$ cat src/rtl/core/hdrtm_pkg.sv
// Package with the shared types, constants and gamma table of the HDR tonemapper.
`default_nettype none
package hdrtm_pkg;

   localparam int FRAC_BITS      = 16;
   localparam int INT_BITS       = 8;
   localparam int GAMMA_LUT_BITS = 10;

   localparam int CH_BITS   = INT_BITS + FRAC_BITS;
   localparam int LANES     = 3;
   localparam int LUT_N     = 1 << GAMMA_LUT_BITS;
   localparam int LUT_SIZE  = LUT_N + 1;
   localparam int ROM_BITS  = FRAC_BITS + 1;
   localparam int IDX_BITS  = GAMMA_LUT_BITS + 1;
   localparam int POS_BITS  = ROM_BITS + GAMMA_LUT_BITS;

   localparam int COEF_BITS = 18;
   localparam int T_BITS    = COEF_BITS + CH_BITS + 1;
   localparam int T_LO      = T_BITS / 2;
   localparam int T_HI      = T_BITS - T_LO;
   localparam int PL_BITS   = T_LO + CH_BITS;
   localparam int PH_BITS   = T_HI + CH_BITS;
   localparam int P_BITS    = T_BITS + CH_BITS + 1;
   localparam int PROD_BITS = ROM_BITS + FRAC_BITS;

   localparam logic [COEF_BITS-1:0] ACES_A = COEF_BITS'(164495);
   localparam logic [COEF_BITS-1:0] ACES_B = COEF_BITS'(1966);
   localparam logic [COEF_BITS-1:0] ACES_C = COEF_BITS'(159252);
   localparam logic [COEF_BITS-1:0] ACES_D = COEF_BITS'(38666);
   localparam logic [COEF_BITS-1:0] ACES_E = COEF_BITS'(9175);

   localparam logic [1:0] MODE_PASS     = 2'd0;
   localparam logic [1:0] MODE_REINHARD = 2'd1;
   localparam logic [1:0] MODE_ACES     = 2'd2;

   localparam int ST_IN   = 0;
   localparam int ST_COEF = 1;
   localparam int ST_PART = 2;
   localparam int ST_SUM  = 3;
   localparam int ST_CMP  = 4;
   localparam int ST_ROM  = ST_CMP + FRAC_BITS + 1;
   localparam int ST_MUL  = ST_ROM + 1;
   localparam int ST_ADD  = ST_MUL + 1;
   localparam int NSTAGE  = ST_ADD + 1;

   localparam int POW_BITS  = 11 * (FRAC_BITS + 2);
   localparam int ROM_SHIFT = 11 * FRAC_BITS + 11 - 5 * GAMMA_LUT_BITS;

   typedef struct packed {
      logic [CH_BITS-1:0] red_in;
      logic [CH_BITS-1:0] green_in;
      logic [CH_BITS-1:0] blue_in;
   } hdrtm_req_type;

   typedef struct packed {
      logic [CH_BITS-1:0] red_out;
      logic [CH_BITS-1:0] green_out;
      logic [CH_BITS-1:0] blue_out;
   } hdrtm_rsp_type;

   typedef struct packed {
      logic [NSTAGE-1:0] load;
      logic              out_load;
   } hdrtm_ctl_type;

   typedef logic [ROM_BITS-1:0] gamma_rom_type [LUT_SIZE];

   // Each entry is the largest y with (2y-1)^11 <= i^5 scaled, which is the
   // exactly rounded value of the gamma curve at that point.
   function automatic gamma_rom_type build_gamma_rom();
      gamma_rom_type       rom;
      logic [POW_BITS-1:0] target;
      logic [POW_BITS-1:0] p;
      logic [POW_BITS-1:0] m;
      longint              lo;
      longint              hi;
      longint              mid;
      for (int i = 0; i < LUT_SIZE; i++) begin
         target = POW_BITS'(i);
         for (int k = 0; k < 4; k++) begin
            target = target * POW_BITS'(i);
         end
         target = target << ROM_SHIFT;
         lo = 0;
         hi = longint'(1) << FRAC_BITS;
         for (int s = 0; s < FRAC_BITS + 2; s++) begin
            if (lo < hi) begin
               mid = lo + ((hi - lo + 1) >> 1);
               m = POW_BITS'(2 * mid - 1);
               p = POW_BITS'(1);
               for (int k = 0; k < 11; k++) begin
                  p = p * m;
               end
               if (p <= target) begin
                  lo = mid;
               end else begin
                  hi = mid - 1;
               end
            end
         end
         rom[i] = ROM_BITS'(lo);
      end
      return rom;
   endfunction

   localparam gamma_rom_type GAMMA_ROM = build_gamma_rom();

endpackage
`default_nettype wire

$ cat src/rtl/core/hdrtm_ctrl.sv
// Pipeline control: stage valid bits, per-stage load enables and the result valid.
`default_nettype none
module hdrtm_ctrl
   import hdrtm_pkg::*;
(
   input  wire logic          clock,
   input  wire logic          reset,
   input  wire logic          req_valid,
   output logic               req_ready,
   output logic               rsp_valid,
   input  wire logic          rsp_ready,
   output hdrtm_ctl_type      ctl
);

   logic [NSTAGE-1:0] valid_ff;
   logic              out_valid_ff;
   logic [NSTAGE:0]   load;

   // A stage may load when the output can move or any stage at or after it is empty.
   always_comb begin
      load[NSTAGE] = !out_valid_ff || rsp_ready;
      for (int k = 0; k < NSTAGE; k++) begin
         load[k] = load[NSTAGE] || (((~valid_ff) >> k) != '0);
      end
   end

   always_ff @(posedge clock) begin
      if (reset) begin
         valid_ff     <= '0;
         out_valid_ff <= 1'b0;
      end else begin
         if (load[0]) begin
            valid_ff[0] <= req_valid;
         end
         for (int k = 1; k < NSTAGE; k++) begin
            if (load[k]) begin
               valid_ff[k] <= valid_ff[k-1];
            end
         end
         if (load[NSTAGE]) begin
            out_valid_ff <= valid_ff[NSTAGE-1];
         end
      end
   end

   assign req_ready    = load[0];
   assign rsp_valid    = out_valid_ff;
   assign ctl.load     = load[NSTAGE-1:0];
   assign ctl.out_load = load[NSTAGE];

endmodule
`default_nettype wire

$ cat config.mk
export PLATFORM = sky130hd
export DESIGN_NAME = hdrtm_ctrl
export DESIGN_NICKNAME = d
export VERILOG_FILES = /design/src/rtl/core/hdrtm_pkg.sv /design/src/rtl/core/hdrtm_ctrl.sv
export SDC_FILE = /design/constraint.sdc
export NUM_CORES = 1
export LEC_CHECK = 0
export BUFFER_PORTS_ARGS = -buffer_cell sky130_fd_sc_hd__clkbuf_2
export CORE_UTILIZATION = 49
export DETAILED_ROUTE_END_ITERATION = 16
export PLACE_DENSITY = 0.77
export SLEW_MARGIN = 40
export SYNTH_ARGS = -nofsm -noshare
export SYNTH_HDL_FRONTEND = slang
export SYNTH_SLANG_ARGS = --single-unit
$ cat constraint.sdc
create_clock -name clock -period 1.6 [get_ports clock]
set_input_delay 0.08 -clock clock [delete_from_list [all_inputs] [get_ports clock]]
set_output_delay 0.08 -clock clock [all_outputs]
set_load 0.01 [all_outputs]
Word-level counts from Yosys, hierarchy flattened
Cells that the tools add are included.

storage, ports and cells
  flip-flop bits (word level) = 25
  input port bits = 4
  output and inout port bits = 27
  word-level logic and storage cells = 75

operators by class
  bitwise logic cells = 1
  reductions and logical operators = 49

operator list
  cell                 number
  24-bit nonzero test  23
  1-bit logical OR     25
  24-bit inverter      1
  1-bit zero test      1

Depth between registers and ports, before layout
  depth in word-level cells = 3
  depth in mapped cells = 6
  gate-level depth less buffers = 6

Least setup slack after synthesis
OpenSTA, ideal clock, no wires.

  kind = register to output
  start = reg out_valid_ff (netlist: rsp_valid)
  end = out ctl[1] (netlist bit)
  arrival = 1.549 ns
  required time = 1.520 ns
  setup slack = -0.029 ns
  stages on the path, launching flop included = 7
  path buffers = 1
  cells stage by stage = dfxtp_1 > nand2b_4 > nor2_4 > inv_2 > nor4_4 > nand3_1 > buf_4

RTL lines
  item                    line              source
  from (decl)             hdrtm_ctrl.sv:16  logic out_valid_ff;
  from (signal assigned)  hdrtm_ctrl.sv:41  out_valid_ff <= valid_ff[NSTAGE-1];
  to (decl)               hdrtm_ctrl.sv:12  output hdrtm_ctl_type ctl

==> results.sh <==
export IMPL_grt_pass1_vias=802
export IMPL_placed_area_um2=1200
export IMPL_max_slew_margin_rel_pct=67.0
export IMPL_ys_ff_latch=25
export IMPL_drt_first_pass_iters=4
export IMPL_die_h_um=47.7
export IMPL_post_drt_wl_per_cell_um=13.4
export IMPL_ant_nets=0
export IMPL_tightest_slew_ns=0.496
export IMPL_vdd_ir_drop_max_mv=0.633
export IMPL_htreeDepth=1
export IMPL_worstSkewPairLatency_ns=0.32
export IMPL_violations="setup timing"
export IMPL_arrival_ns=1.67
export IMPL_port_buffers=30
export IMPL_cts_tree="built"
export IMPL_synth_cell_types=19
export IMPL_outcome="finished with violations"
export IMPL_die_area_um2=2270
export IMPL_fin_area_um2=1510
export IMPL_cp_slowest_cell="dfxtp_2"
export IMPL_synth_fp_nets=126
export IMPL_cts_buffers=3
export IMPL_nNetsFinal=176
export IMPL_clock_fmax_ghz=0.573
export IMPL_yosysSeqAreaShare_pct=49.0
export IMPL_gp_congestion=0.684
export IMPL_clockRootBuffer="clkbuf_4"
export IMPL_crit_chain="nand4_1, nor4_4, buf_6, nand4_1, clkbuf_2"
export IMPL_vias_per_cell=5.17
export IMPL_antenna_cells=0
export IMPL_dp_cells=176
export IMPL_drc=0
export IMPL_finalHoldViolations=0
export IMPL_drive_above_1_share_pct=50.3
export IMPL_yosys_warnings=0
export IMPL_ys_async_sr_fraction_pct=0
export IMPL_worstPathMaxFanout=6
export IMPL_syn_instance_count=122
export IMPL_p_leak_uw=0.000643
export IMPL_syn_to_final_growth_pct=47.6
export IMPL_netlist_area_um2=1020
export IMPL_ioPinCount=31
export IMPL_drt_wl_total_um=2650
export IMPL_fin_crit_sh_pct=109
export IMPL_layout_min_cycle_time_ns=1.75
export IMPL_setup_slack_ns=-0.145
export IMPL_timing_critical_path_mode_cell="nand4_1"
export IMPL_max_cap_viol_count=0
export IMPL_cp_top_family="simple AND/OR/NAND/NOR gates"
export IMPL_required_ns=1.52
export IMPL_slowest_delay_ns=0.37
export IMPL_grt_pass1_wl_um=3320
export IMPL_critPathCaptureType="primary output"
export IMPL_cp_depth=5
export IMPL_setup_violations_final=14
export IMPL_p_per_area_nw_per_um2=613
export IMPL_clkSinkCount=25
export IMPL_synth_edf_count=0
export IMPL_rsz0062_at_grt="true"
export IMPL_ys_flop_type="dfxtp_1"
export IMPL_vias=1024
export IMPL_crit_type="flop to primary output"
export IMPL_antenna_found_initial=0
export IMPL_clock_path_buffers=2
export IMPL_core_um2=1960
export IMPL_path_buf_inv=2
export IMPL_dp_hpwl_um=1430
export IMPL_hold_ws_ns=0.191
export IMPL_skew_ns=0.00532
export IMPL_avgSynthCellArea_um2=8.38
export IMPL_clk_pin_slew_ns=0.13
export IMPL_fill_cells=151
export IMPL_die_w_um=47.7
export IMPL_grt_max_degree=26
export IMPL_slew_viol_final=0
export IMPL_hold_depth=4
export IMPL_hold_class="input port to flop"
export IMPL_row_count=16
export IMPL_start_util_pct=52.1
export IMPL_postLayoutCoreUtil_pct=76.9
export IMPL_total_power_uw=925
export IMPL_drt_iter0_drc=17
export IMPL_cp_start_kind="flop"
export IMPL_fin_cells=198
export IMPL_grt_ovfl_total=0
export IMPL_reg2regPathDepth=6
export IMPL_globalRouteTotalUtil_pct=21.3
[synthesized netlist by cell type, types with 2 or more instances]
master | number | area, µm²
inv_1 | 18 | 67.6
nand2_1 | 8 | 30.0
nor2_1 | 17 | 63.8
a21oi_1 | 20 | 100
nand4_1 | 3 | 18.8
nand3_1 | 9 | 45.0
clkbuf_1 | 4 | 15.0
buf_4 | 2 | 15.0
and4_1 | 4 | 35.0
and3_1 | 2 | 12.5
nand4_2 | 3 | 37.5
dfxtp_1 | 25 | 500
[metal layers]
metal	track usage, %	routed length [µm]	vias to the layer above
met5	0	0	-
met1	23.4	1080	483
met4	8.33	48	0
met3	4.53	93	6
met2	39.7	1430	29
li1	-	-	506
[sequential cells by signal (all words and copies together) (netlist names)]
signal and cells:
rsp_valid 1, valid_ff 24
[where the power goes]
group / internal, µW / leakage (µW) / switching, µW
combinational: 7.64 / 0.000417 / 14.0
clock: 97.6 / 0.0000150 / 183
sequential: 619 / 0.000210 / 3.46
[layout by cell type (no fill, tap or decap), types with 2 or more instances in the layout]
cell / instances
dfxtp_4: 4
nand2_1: 7
and4_1: 2
buf_6: 8
clkbuf_2: 24
nand3_2: 3
nand4_4: 3
clkbuf_4: 3
dfxtp_2: 10
nand3_1: 5
nor4_4: 2
inv_1: 16
buf_4: 18
dfxtp_1: 11
a21oi_1: 20
nor2_1: 16
inv_2: 2
and3_1: 2
nand4_1: 3
[worst register-to-register path: stages (launching register included)]
cell and delay, ns:
dfxtp_2 0.37, nand4_1 0.19, nor4_4 0.36, buf_6 0.18, nand4_1 0.10, buf_4 0.15, a21oi_1 0.12
[repair_timing]
item	in CTS	in global routing
pin swaps	7	6
hold buffers	1	0
endpoints found under the setup margin	22	22
buffers inserted	12	5
cloned	1	0
hold endpoints to repair	1	0
gates resized for setup	26	23
[metrics by stage]
stage	setup WS, ns	TNS, ns
4_1_cts	-0.122	-0.986
2_1_floorplan	0.0103	0
5_1_grt	-0.219	-2.93
6_report	-0.145	-1.38
3_3_place_gp	0.130	0
3_5_place_dp	0.0563	0
[cell families (layout without fill, tap and decap cells)]
| kind of cell | after synthesis | count (layout) | share of synthesized area (%) |
|---|---|---|---|
| flops | 25 | 25 | 49.0 |
| buf+inv | 25 | 74 | 9.91 |
| simple gates | 52 | 52 | 31.3 |
| compound gates | 20 | 20 | 9.79 |
[final timing paths]
kind / slack (ns) / end / start
worst max-delay path: -0.15 / ctl[6] / valid_ff[13]$_SDFFE_PP0P_
worst min-delay path: 0.19 / rsp_valid$_SDFFE_PP0P_ / rsp_ready
worst min register to register: 0.46 / valid_ff[3]$_SDFFE_PP0P_ / valid_ff[2]$_SDFFE_PP0P_
worst max register to register: 0.06 / valid_ff[5]$_SDFFE_PP0P_ / valid_ff[13]$_SDFFE_PP0P_
[layout make-up]
| class | count | area, µm² | area share [%] |
|---|---|---|---|
| clock buffers | 4 | 26.3 | 1.74 |
| repair buffers | 51 | 355 | 23.5 |
| well taps | 27 | 33.8 | 2.24 |
| flip-flops and latches | 25 | 528 | 35.0 |
| multi-input cells | 72 | 492 | 32.6 |
| inverters | 19 | 73.8 | 4.89 |
Power figures use the tool's default switching activity.
