`config.mk`:
```
export PLATFORM = sky130hd
export DESIGN_NAME = hdrtm_merge
export DESIGN_NICKNAME = d
export VERILOG_FILES = /design/src/rtl/core/hdrtm_pkg.sv /design/src/rtl/core/hdrtm_merge.sv
export SDC_FILE = /design/constraint.sdc
export NUM_CORES = 1
export LEC_CHECK = 0
export CAP_MARGIN = 20
export CORE_AREA = 2 2 87 89
export CTS_BUF_LIST = sky130_fd_sc_hd__clkbuf_8
export DETAILED_ROUTE_END_ITERATION = 10
export DIE_AREA = 0 0 89 91
export DONT_BUFFER_PORTS = 1
export HOLD_SLACK_MARGIN = 0.08
export MAX_ROUTING_LAYER = met4
export PLACE_DENSITY = 0.56
export SKIP_CTS_REPAIR_TIMING = 1
export SYNTH_ARGS = -nofsm -noshare
export SYNTH_HDL_FRONTEND = slang
export SYNTH_SLANG_ARGS = --single-unit
```
`constraint.sdc`:
```
create_clock -name clock -period 1.4 [get_ports clock]
set_input_delay 0.28 -clock clock [delete_from_list [all_inputs] [get_ports clock]]
set_output_delay 0.28 -clock clock [all_outputs]
set_load 0.01 [all_outputs]
```
`src/rtl/core/hdrtm_pkg.sv`:
```
// Package with the shared types, constants and gamma table of the HDR tonemapper.
`default_nettype none
package hdrtm_pkg;

   localparam int FRAC_BITS      = 16;
   localparam int INT_BITS       = 8;
   localparam int GAMMA_LUT_BITS = 10;

   localparam int CH_BITS   = INT_BITS + FRAC_BITS;
   localparam int LANES     = 3;
   localparam int LUT_N     = 1 << GAMMA_LUT_BITS;
   localparam int LUT_SIZE  = LUT_N + 1;
   localparam int ROM_BITS  = FRAC_BITS + 1;
   localparam int IDX_BITS  = GAMMA_LUT_BITS + 1;
   localparam int POS_BITS  = ROM_BITS + GAMMA_LUT_BITS;

   localparam int COEF_BITS = 18;
   localparam int T_BITS    = COEF_BITS + CH_BITS + 1;
   localparam int T_LO      = T_BITS / 2;
   localparam int T_HI      = T_BITS - T_LO;
   localparam int PL_BITS   = T_LO + CH_BITS;
   localparam int PH_BITS   = T_HI + CH_BITS;
   localparam int P_BITS    = T_BITS + CH_BITS + 1;
   localparam int PROD_BITS = ROM_BITS + FRAC_BITS;

   localparam logic [COEF_BITS-1:0] ACES_A = COEF_BITS'(164495);
   localparam logic [COEF_BITS-1:0] ACES_B = COEF_BITS'(1966);
   localparam logic [COEF_BITS-1:0] ACES_C = COEF_BITS'(159252);
   localparam logic [COEF_BITS-1:0] ACES_D = COEF_BITS'(38666);
   localparam logic [COEF_BITS-1:0] ACES_E = COEF_BITS'(9175);

   localparam logic [1:0] MODE_PASS     = 2'd0;
   localparam logic [1:0] MODE_REINHARD = 2'd1;
   localparam logic [1:0] MODE_ACES     = 2'd2;

   localparam int ST_IN   = 0;
   localparam int ST_COEF = 1;
   localparam int ST_PART = 2;
   localparam int ST_SUM  = 3;
   localparam int ST_CMP  = 4;
   localparam int ST_ROM  = ST_CMP + FRAC_BITS + 1;
   localparam int ST_MUL  = ST_ROM + 1;
   localparam int ST_ADD  = ST_MUL + 1;
   localparam int NSTAGE  = ST_ADD + 1;

   localparam int POW_BITS  = 11 * (FRAC_BITS + 2);
   localparam int ROM_SHIFT = 11 * FRAC_BITS + 11 - 5 * GAMMA_LUT_BITS;

   typedef struct packed {
      logic [CH_BITS-1:0] red_in;
      logic [CH_BITS-1:0] green_in;
      logic [CH_BITS-1:0] blue_in;
   } hdrtm_req_type;

   typedef struct packed {
      logic [CH_BITS-1:0] red_out;
      logic [CH_BITS-1:0] green_out;
      logic [CH_BITS-1:0] blue_out;
   } hdrtm_rsp_type;

   typedef struct packed {
      logic [NSTAGE-1:0] load;
      logic              out_load;
   } hdrtm_ctl_type;

   typedef logic [ROM_BITS-1:0] gamma_rom_type [LUT_SIZE];

   // Each entry is the largest y with (2y-1)^11 <= i^5 scaled, which is the
   // exactly rounded value of the gamma curve at that point.
   function automatic gamma_rom_type build_gamma_rom();
      gamma_rom_type       rom;
      logic [POW_BITS-1:0] target;
      logic [POW_BITS-1:0] p;
      logic [POW_BITS-1:0] m;
      longint              lo;
      longint              hi;
      longint              mid;
      for (int i = 0; i < LUT_SIZE; i++) begin
         target = POW_BITS'(i);
         for (int k = 0; k < 4; k++) begin
            target = target * POW_BITS'(i);
         end
         target = target << ROM_SHIFT;
         lo = 0;
         hi = longint'(1) << FRAC_BITS;
         for (int s = 0; s < FRAC_BITS + 2; s++) begin
            if (lo < hi) begin
               mid = lo + ((hi - lo + 1) >> 1);
               m = POW_BITS'(2 * mid - 1);
               p = POW_BITS'(1);
               for (int k = 0; k < 11; k++) begin
                  p = p * m;
               end
               if (p <= target) begin
                  lo = mid;
               end else begin
                  hi = mid - 1;
               end
            end
         end
         rom[i] = ROM_BITS'(lo);
      end
      return rom;
   endfunction

   localparam gamma_rom_type GAMMA_ROM = build_gamma_rom();

endpackage
`default_nettype wire

```
`src/rtl/core/hdrtm_merge.sv`:
```
// Output register that gathers the three lanes into one result transaction.
`default_nettype none
module hdrtm_merge
   import hdrtm_pkg::*;
(
   input  wire logic                clock,
   input  wire hdrtm_ctl_type       ctl,
   input  wire logic [1:0]          mode,
   input  wire logic [CH_BITS-1:0]  x_lane [LANES],
   input  wire logic [ROM_BITS-1:0] y_lane [LANES],
   output hdrtm_rsp_type            rsp_payload
);

   logic               active;
   logic [CH_BITS-1:0] ch_in [LANES];
   hdrtm_rsp_type      rsp_ff;

   assign active = (mode == MODE_REINHARD) || (mode == MODE_ACES);

   always_comb begin
      for (int k = 0; k < LANES; k++) begin
         ch_in[k] = active ? CH_BITS'(y_lane[k]) : x_lane[k];
      end
   end

   always_ff @(posedge clock) begin
      if (ctl.out_load) begin
         rsp_ff.red_out   <= ch_in[0];
         rsp_ff.green_out <= ch_in[1];
         rsp_ff.blue_out  <= ch_in[2];
      end
   end

   assign rsp_payload = rsp_ff;

endmodule
`default_nettype wire

```
---- Yosys cells after proc, flatten, opt, wreduce, memory -nomap -nowiden ----
Cells that the tools add are included.
W data, S select, Z words.
operators by class
  equal/unequal tests ..................... 2
  multiplexer cells ....................... 3
  reduce and logical (&&, ||, !) cells .... 1
operators with widths
  operator              number
  $mux W17              3
  $eq A2 B1 Y1 const B  1
  $eq A2 B2 Y1 const B  1
  $logic_or A1 B1 Y1    1
storage, ports and cells
  flip-flop bits (word level) ............. 72
  bits of input ports ..................... 151
  output and inout bits ................... 72
  logic and storage cells ................. 12

---- Logic depth before layout (Yosys ltp) ----
Gate-level depths: netlist of run 1.
  depth in word-level cells ............... 3
  depth in mapped cells ................... 3

---- Worst setup path after synthesis of run 1 ----
Ideal clock, no wire load.
  path kind ............................... in2reg
  start ................................... in mode[1]
  end ..................................... reg rsp_ff, in the netlist rsp_payload[0] (data pin)
  data arrival time ....................... 1073 ps
  setup slack ............................. 67 ps
  stages on the path ...................... 3
  buffers on the path ..................... 1
  path through ............................ xnor2_4 -> buf_6 -> mux2_4
RTL lines
  item         line               text
  from (decl)  hdrtm_merge.sv:8   input wire logic [1:0] mode,
  to (decl)    hdrtm_merge.sv:16  hdrtm_rsp_type rsp_ff;

---- Worst setup path after layout of run 1 ----
  start ................................... reg rsp_ff, in the netlist rsp_payload[3]
  end ..................................... out rsp_payload[3] (netlist bit)
RTL lines
  item       line               text
  to (decl)  hdrtm_merge.sv:11  output hdrtm_rsp_type rsp_payload
No word-level cell between the ends.

==> results of run 1 <==
power breakdown:
part	internal [mW]	total, mW	switching (mW)
Combinational	0.299	0.444	0.145
Clock	0.591	1.24	0.654
Sequential	2.65	2.86	0.201
synth_stat cells, drive strengths merged:
cell    instances
clkbuf          2
and2           21
buf             5
edfxtp         72
mux2           51
xnor2           1
cell families (layout without fill, tap and decap cells):
group	after synthesis	after routing	share of synthesized area, %
XOR/XNOR	1	1	0.876
AND/OR/NAND/NOR	21	21	4.18
buffers and inverters	7	16	2.03
flip-flops	72	72	68.8
multiplexers	51	51	24.1
through the flow:
stage | cell area [um2] | std cells
final | 3390 | 260
after global routing | 3390 | 260
after CTS | 3390 | 260
after detailed placement | 3250 | 247
after global placement | 3250 | 247
after floorplan | 3140 | 152
cell type report:
class | instances | area [um2]
fill | 611 | 3750
sequential | 72 | 2160
multi-input combinational | 73 | 917
clock buffer | 9 | 124
tap | 99 | 124
timing repair buffer | 3 | 47.5
clock inverter | 4 | 16.3
worst max-delay path by stage:
stage          cells past startpoint                        end  slack [ns]
2_1_floorplan                      3   rsp_payload[0]$_DFFE_PP_        0.07
3_3_place_gp                       3  rsp_payload[40]$_DFFE_PP_        0.04
3_5_place_dp                       3  rsp_payload[13]$_DFFE_PP_        0.01
4_1_cts                            0            rsp_payload[40]        0.30
5_1_grt                            0            rsp_payload[40]        0.30
6_report                           0             rsp_payload[3]        0.34
metal layers:
metal | part of all wire (%) | GRT usage, %
met5 | 0 | -
met4 | 1.9 | 7.09
met3 | 11 | 5.64
met2 | 51 | 21.7
met1 | 36 | 13.6
==> impl_results.md, run 1 <==
* CP arrival at between 0.7 and 0.8 ns
* Synth area leader: edfxtp_1
* DRT iter0 DRCs at 31
* Worst Tran Pin Value at 0.246 ns
* Yosys synthesis warning count at 0
* H-tree depth at 3
* Yosys top cell area share at 68.8%
* Max-slew headroom at 83.6%
* CP max FO at 1
* PD cells at ~1300 mW/mm2
* Num rows at 31
* Max IR drop VDD at 0.530 mV
* Final ANT Viol Nets at 0
* Mean Syn Cell Area at about 21 um2
* Core Util, Final at 47.5%
* CTS root buffer: clkbuf_8
* Final setup fails at 0
* Synth area leaders: edfxtp_1, mux2_4, and2_1, buf_6, xnor2_4
* Hold_ws at 0.0600 ns
* Max FFs per register at 72
* Via/cell ratio at 5.18
* Die Area at 0.00810 mm2
* Worst path required time at 1.12 ns
* CORE AREA at 0.00714 mm2
* Final Cycle Share at 75.8%
* Pin count of the biggest net entering global routing at 73
* Synth-to-Final Area Change at 7.88%
* Worst Hold Depth at 0
* Cell variety after synth at 7
* Gr usage total at 13.4%
* First-pass GRT wire length at 7470 um
* # port buffers at 0
* Die Ht at a little over 90 um
* FF+latch count, synth at slightly above 70
* Starting Density at 44.0%
* RSZ-0062 raised after global routing: false
* Fin worst setup slack at 0.339 ns
* Total grt overflow at 0
* Die Wd at 89 um
* Final Net Count at 310
* Initial antenna violation count at 0
* Critical path startpoint: rsp_payload[3]$_DFFE_PP_
* Sequential element share of the synthesized area at 68.8%
* Pre-CTS setup slack at 0.0130 ns
* Total CTS buffers at 9
* Final wirelength at around 5500 um
* GP Congestion at around 0.66
* Most common cell after layout, fill and taps aside: edfxtp_1
* Min cycle time layout at 1.06 ns
* Share of cells above drive strength 1 at about two fifths
* Max-Cap Viols at 0
* Hold_sp: ctl[0]
* Status: completed
* Via count at about 1,300
* Detailed Routing Iterations Pass 1 at 4
* Commonest non-fill, non-tap cells in the layout: edfxtp_1, mux2_4, and2_1
* DRC errors left at 0
* Dpl hpwl at a little under 4000 um
* WS Path Type: reg2out
* Clock Pin Slew Worst Setup and Hold Paths at around 0.070 ns
* Vias in the first global route at approximately 1,400
* Static Leak at 1.28 nW
* Crit. End Element: output port
* I/O pins at ~220
* CTS tree: done
* Max Buffers Root-to-Sink at 2
* Ant diodes at 0
* Hold Crit Class: in2reg
* Clk sink count at between 70 and 80
* WHS Endpoint: rsp_payload[57]$_DFFE_PP_
* Tot Pwr at around 4.5 mW
* Max Clk Rate at 943 MHz
* Slew Limit Fails at 0
* Hold Violations, Final at 0
* Synthesized area at 0.00314 mm2
* CP startpoint kind: flop
* Synth Net Count at 303
* Setup Total Neg Slack at 0 ns
* Cells after synthesis at 152
* WL/cell at 21.2 um
Note: power is estimated with default switching activity, not from simulation.
==> inputs of run 2 (changes only) <==
==> constraint.sdc (replaced) <==
create_clock -name clock -period 1.1 [get_ports clock]
set_input_delay 0.22 -clock clock [delete_from_list [all_inputs] [get_ports clock]]
set_output_delay 0.22 -clock clock [all_outputs]
set_load 0.01 [all_outputs]
==> run 2 against run 1 <==
  * The run now ends with hold timing left
  * Hold slack worse by 0.069 ns
  * Global-route usage is 0.34 points higher
  * Cell count is 36% higher
  * Final area is 29% higher
  * Via count is 27% higher
  * Sequential power is 27% higher
  * Combinational power is 89% higher
  * Non-clock buffer count is 91 higher
  * Critical path depth stayed put
  * Total power is 46% higher
  * Critical path type unchanged
  * Largest cell class unchanged
==> impl_results.md, run 2 (synthesis results as in run 1) <==
* Crit. End Element: output port
* Total internal power at 5.22 mW
* Hold_ws at -0.00878 ns
* Via/cell ratio at 4.84
* Max-slew headroom at between 80% and 90%
* Sw power at roughly 1.4 mW
* Fin worst setup slack at 0.0877 ns
* Min cycle time layout at 1.01 ns
* Clk sink count at 72
* Max FFs per register at 72
* Sw frac at 21.4%
* Via count at 1,714
* Initial antenna violation count at 0
* Sequential cell area at 0.00216 mm2
* CTS tree: done
* Share of cells above drive strength 1 at 26.7%
* Final wirelength at 6740 um
* Hold Violations, Final at 2
* PD cells at 1520 mW/mm2
* Dpl hpwl at 3980 um
* Most common cell after layout, fill and taps aside: dlygate4sd3_1
* Slew Limit Fails at 0
* Max-Cap Viols at 0
* Pin count of the biggest net entering global routing at 73
* Max Clk Rate at 988 MHz
* Gate power share at 12.6%
* Total CTS buffers at 9
* Num rows at 31
* RSZ-0062 raised after global routing: false
* First-pass GRT wire length at 7620 um
* Failing checks: hold timing
* Final ANT Viol Nets at 0
* CP arrival at 0.79 ns
* Status: complete, but fails checks
* I/O pins at 223
* Die Area at 0.00810 mm2
* GP Congestion at 0.674
* DRT iter0 DRCs at 38
* Part of the power in the clock network at about a third
* H-tree depth at 3
* Pre-CTS setup slack at -0.225 ns
* Vias in the first global route at 1,485
* Filler instances at roughly 520
* Max Buffers Root-to-Sink at 2
* WS Path Type: reg2out
* DRC errors left at 0
* Gr usage total at between 10 and 15%
* Ant diodes at 0
* Static Leak at approximately 1.7 nW
* Area occupied by multi-input gates at 917 um2
* Max IR drop VDD at 0.758 mV
* Sequential group share of total power at between 50% and 60%
* Worst Tran Pin Value at 0.255 ns
* # port buffers at 0
* Final setup fails at 0
* WL/cell at 19.0 um
* Final Cycle Share at 92.0%
* Synth-to-Final Area Change at 38.8%
* Final Net Count at about 400
* Die Wd at 89 um
* Hold Crit Class: in2reg
* Total grt overflow at 0
* CP max FO at 1
* Clock Pin Slew Worst Setup and Hold Paths at 0.07 ns
* Detailed Routing Iterations Pass 1 at 3
* Die Ht at 91 um
* CP startpoint kind: flop
* Commonest non-fill, non-tap cells in the layout: dlygate4sd3_1, edfxtp_1, mux2_4
* Worst path required time at 0.88 ns
* CTS root buffer: clkbuf_8
* CORE AREA at 0.00714 mm2
* Starting Density at around 44%
run 2: changes by cell type in the layout (fill, tap and decap cells not counted), sizes merged:
cell,change
inv,+2
buf,+1
dlygate4sd3,+90
bufinv,+2
clkinv,-1
run 2: stage by stage:
step                      utilization (%)  instance area (um2)  std cells  power [mW]  TNS [ns]
after global placement               45.7                 3260        248        4.25     -8.97
after CTS                            48.5                 3460        264        6.43         0
final                                61.1                 4360        354        6.64         0
after global routing                 61.1                 4360        354        6.90         0
after detailed placement             45.7                 3260        248        4.28     -9.99
after floorplan                         -                 3140        152        4.16     -8.46
run 2: worst paths after layout:
path / from / endpoint / slack (ns) / cells past startpoint
worst max-delay path: rsp_payload[55]$_DFFE_PP_ / rsp_payload[55] / 0.09 / 0
worst min-delay path: ctl[0] / rsp_payload[57]$_DFFE_PP_ / -0.009 / 0
run 2: final cells by class:
type,count,area share (%)
flip-flops and latches,72,49.6
repair buffers,94,21.9
multi-input cells,73,21.0
clock buffers,9,2.84
well taps,99,2.84
clock inverters,7,1.84
run 2: metal layers:
layer / vias to the layer above / GRT usage [%] / share of wire, %
li1: 772 / - / -
met1: 808 / 13.4 / 35
met2: 122 / 22.6 / 54
met3: 12 / 6.73 / 9.1
met4: 0 / 6.34 / 1.7
met5: - / - / 0
run 2: power by group through the flow:
stage	Combinational, mW	Clock (mW)	Sequential [mW]
3_5_place_dp	0.582	0	3.70
3_3_place_gp	0.556	0	3.70
4_1_cts	0.580	2.20	3.64
5_1_grt	0.897	2.33	3.67
2_1_floorplan	0.518	0	3.64
6_report	0.838	2.16	3.64
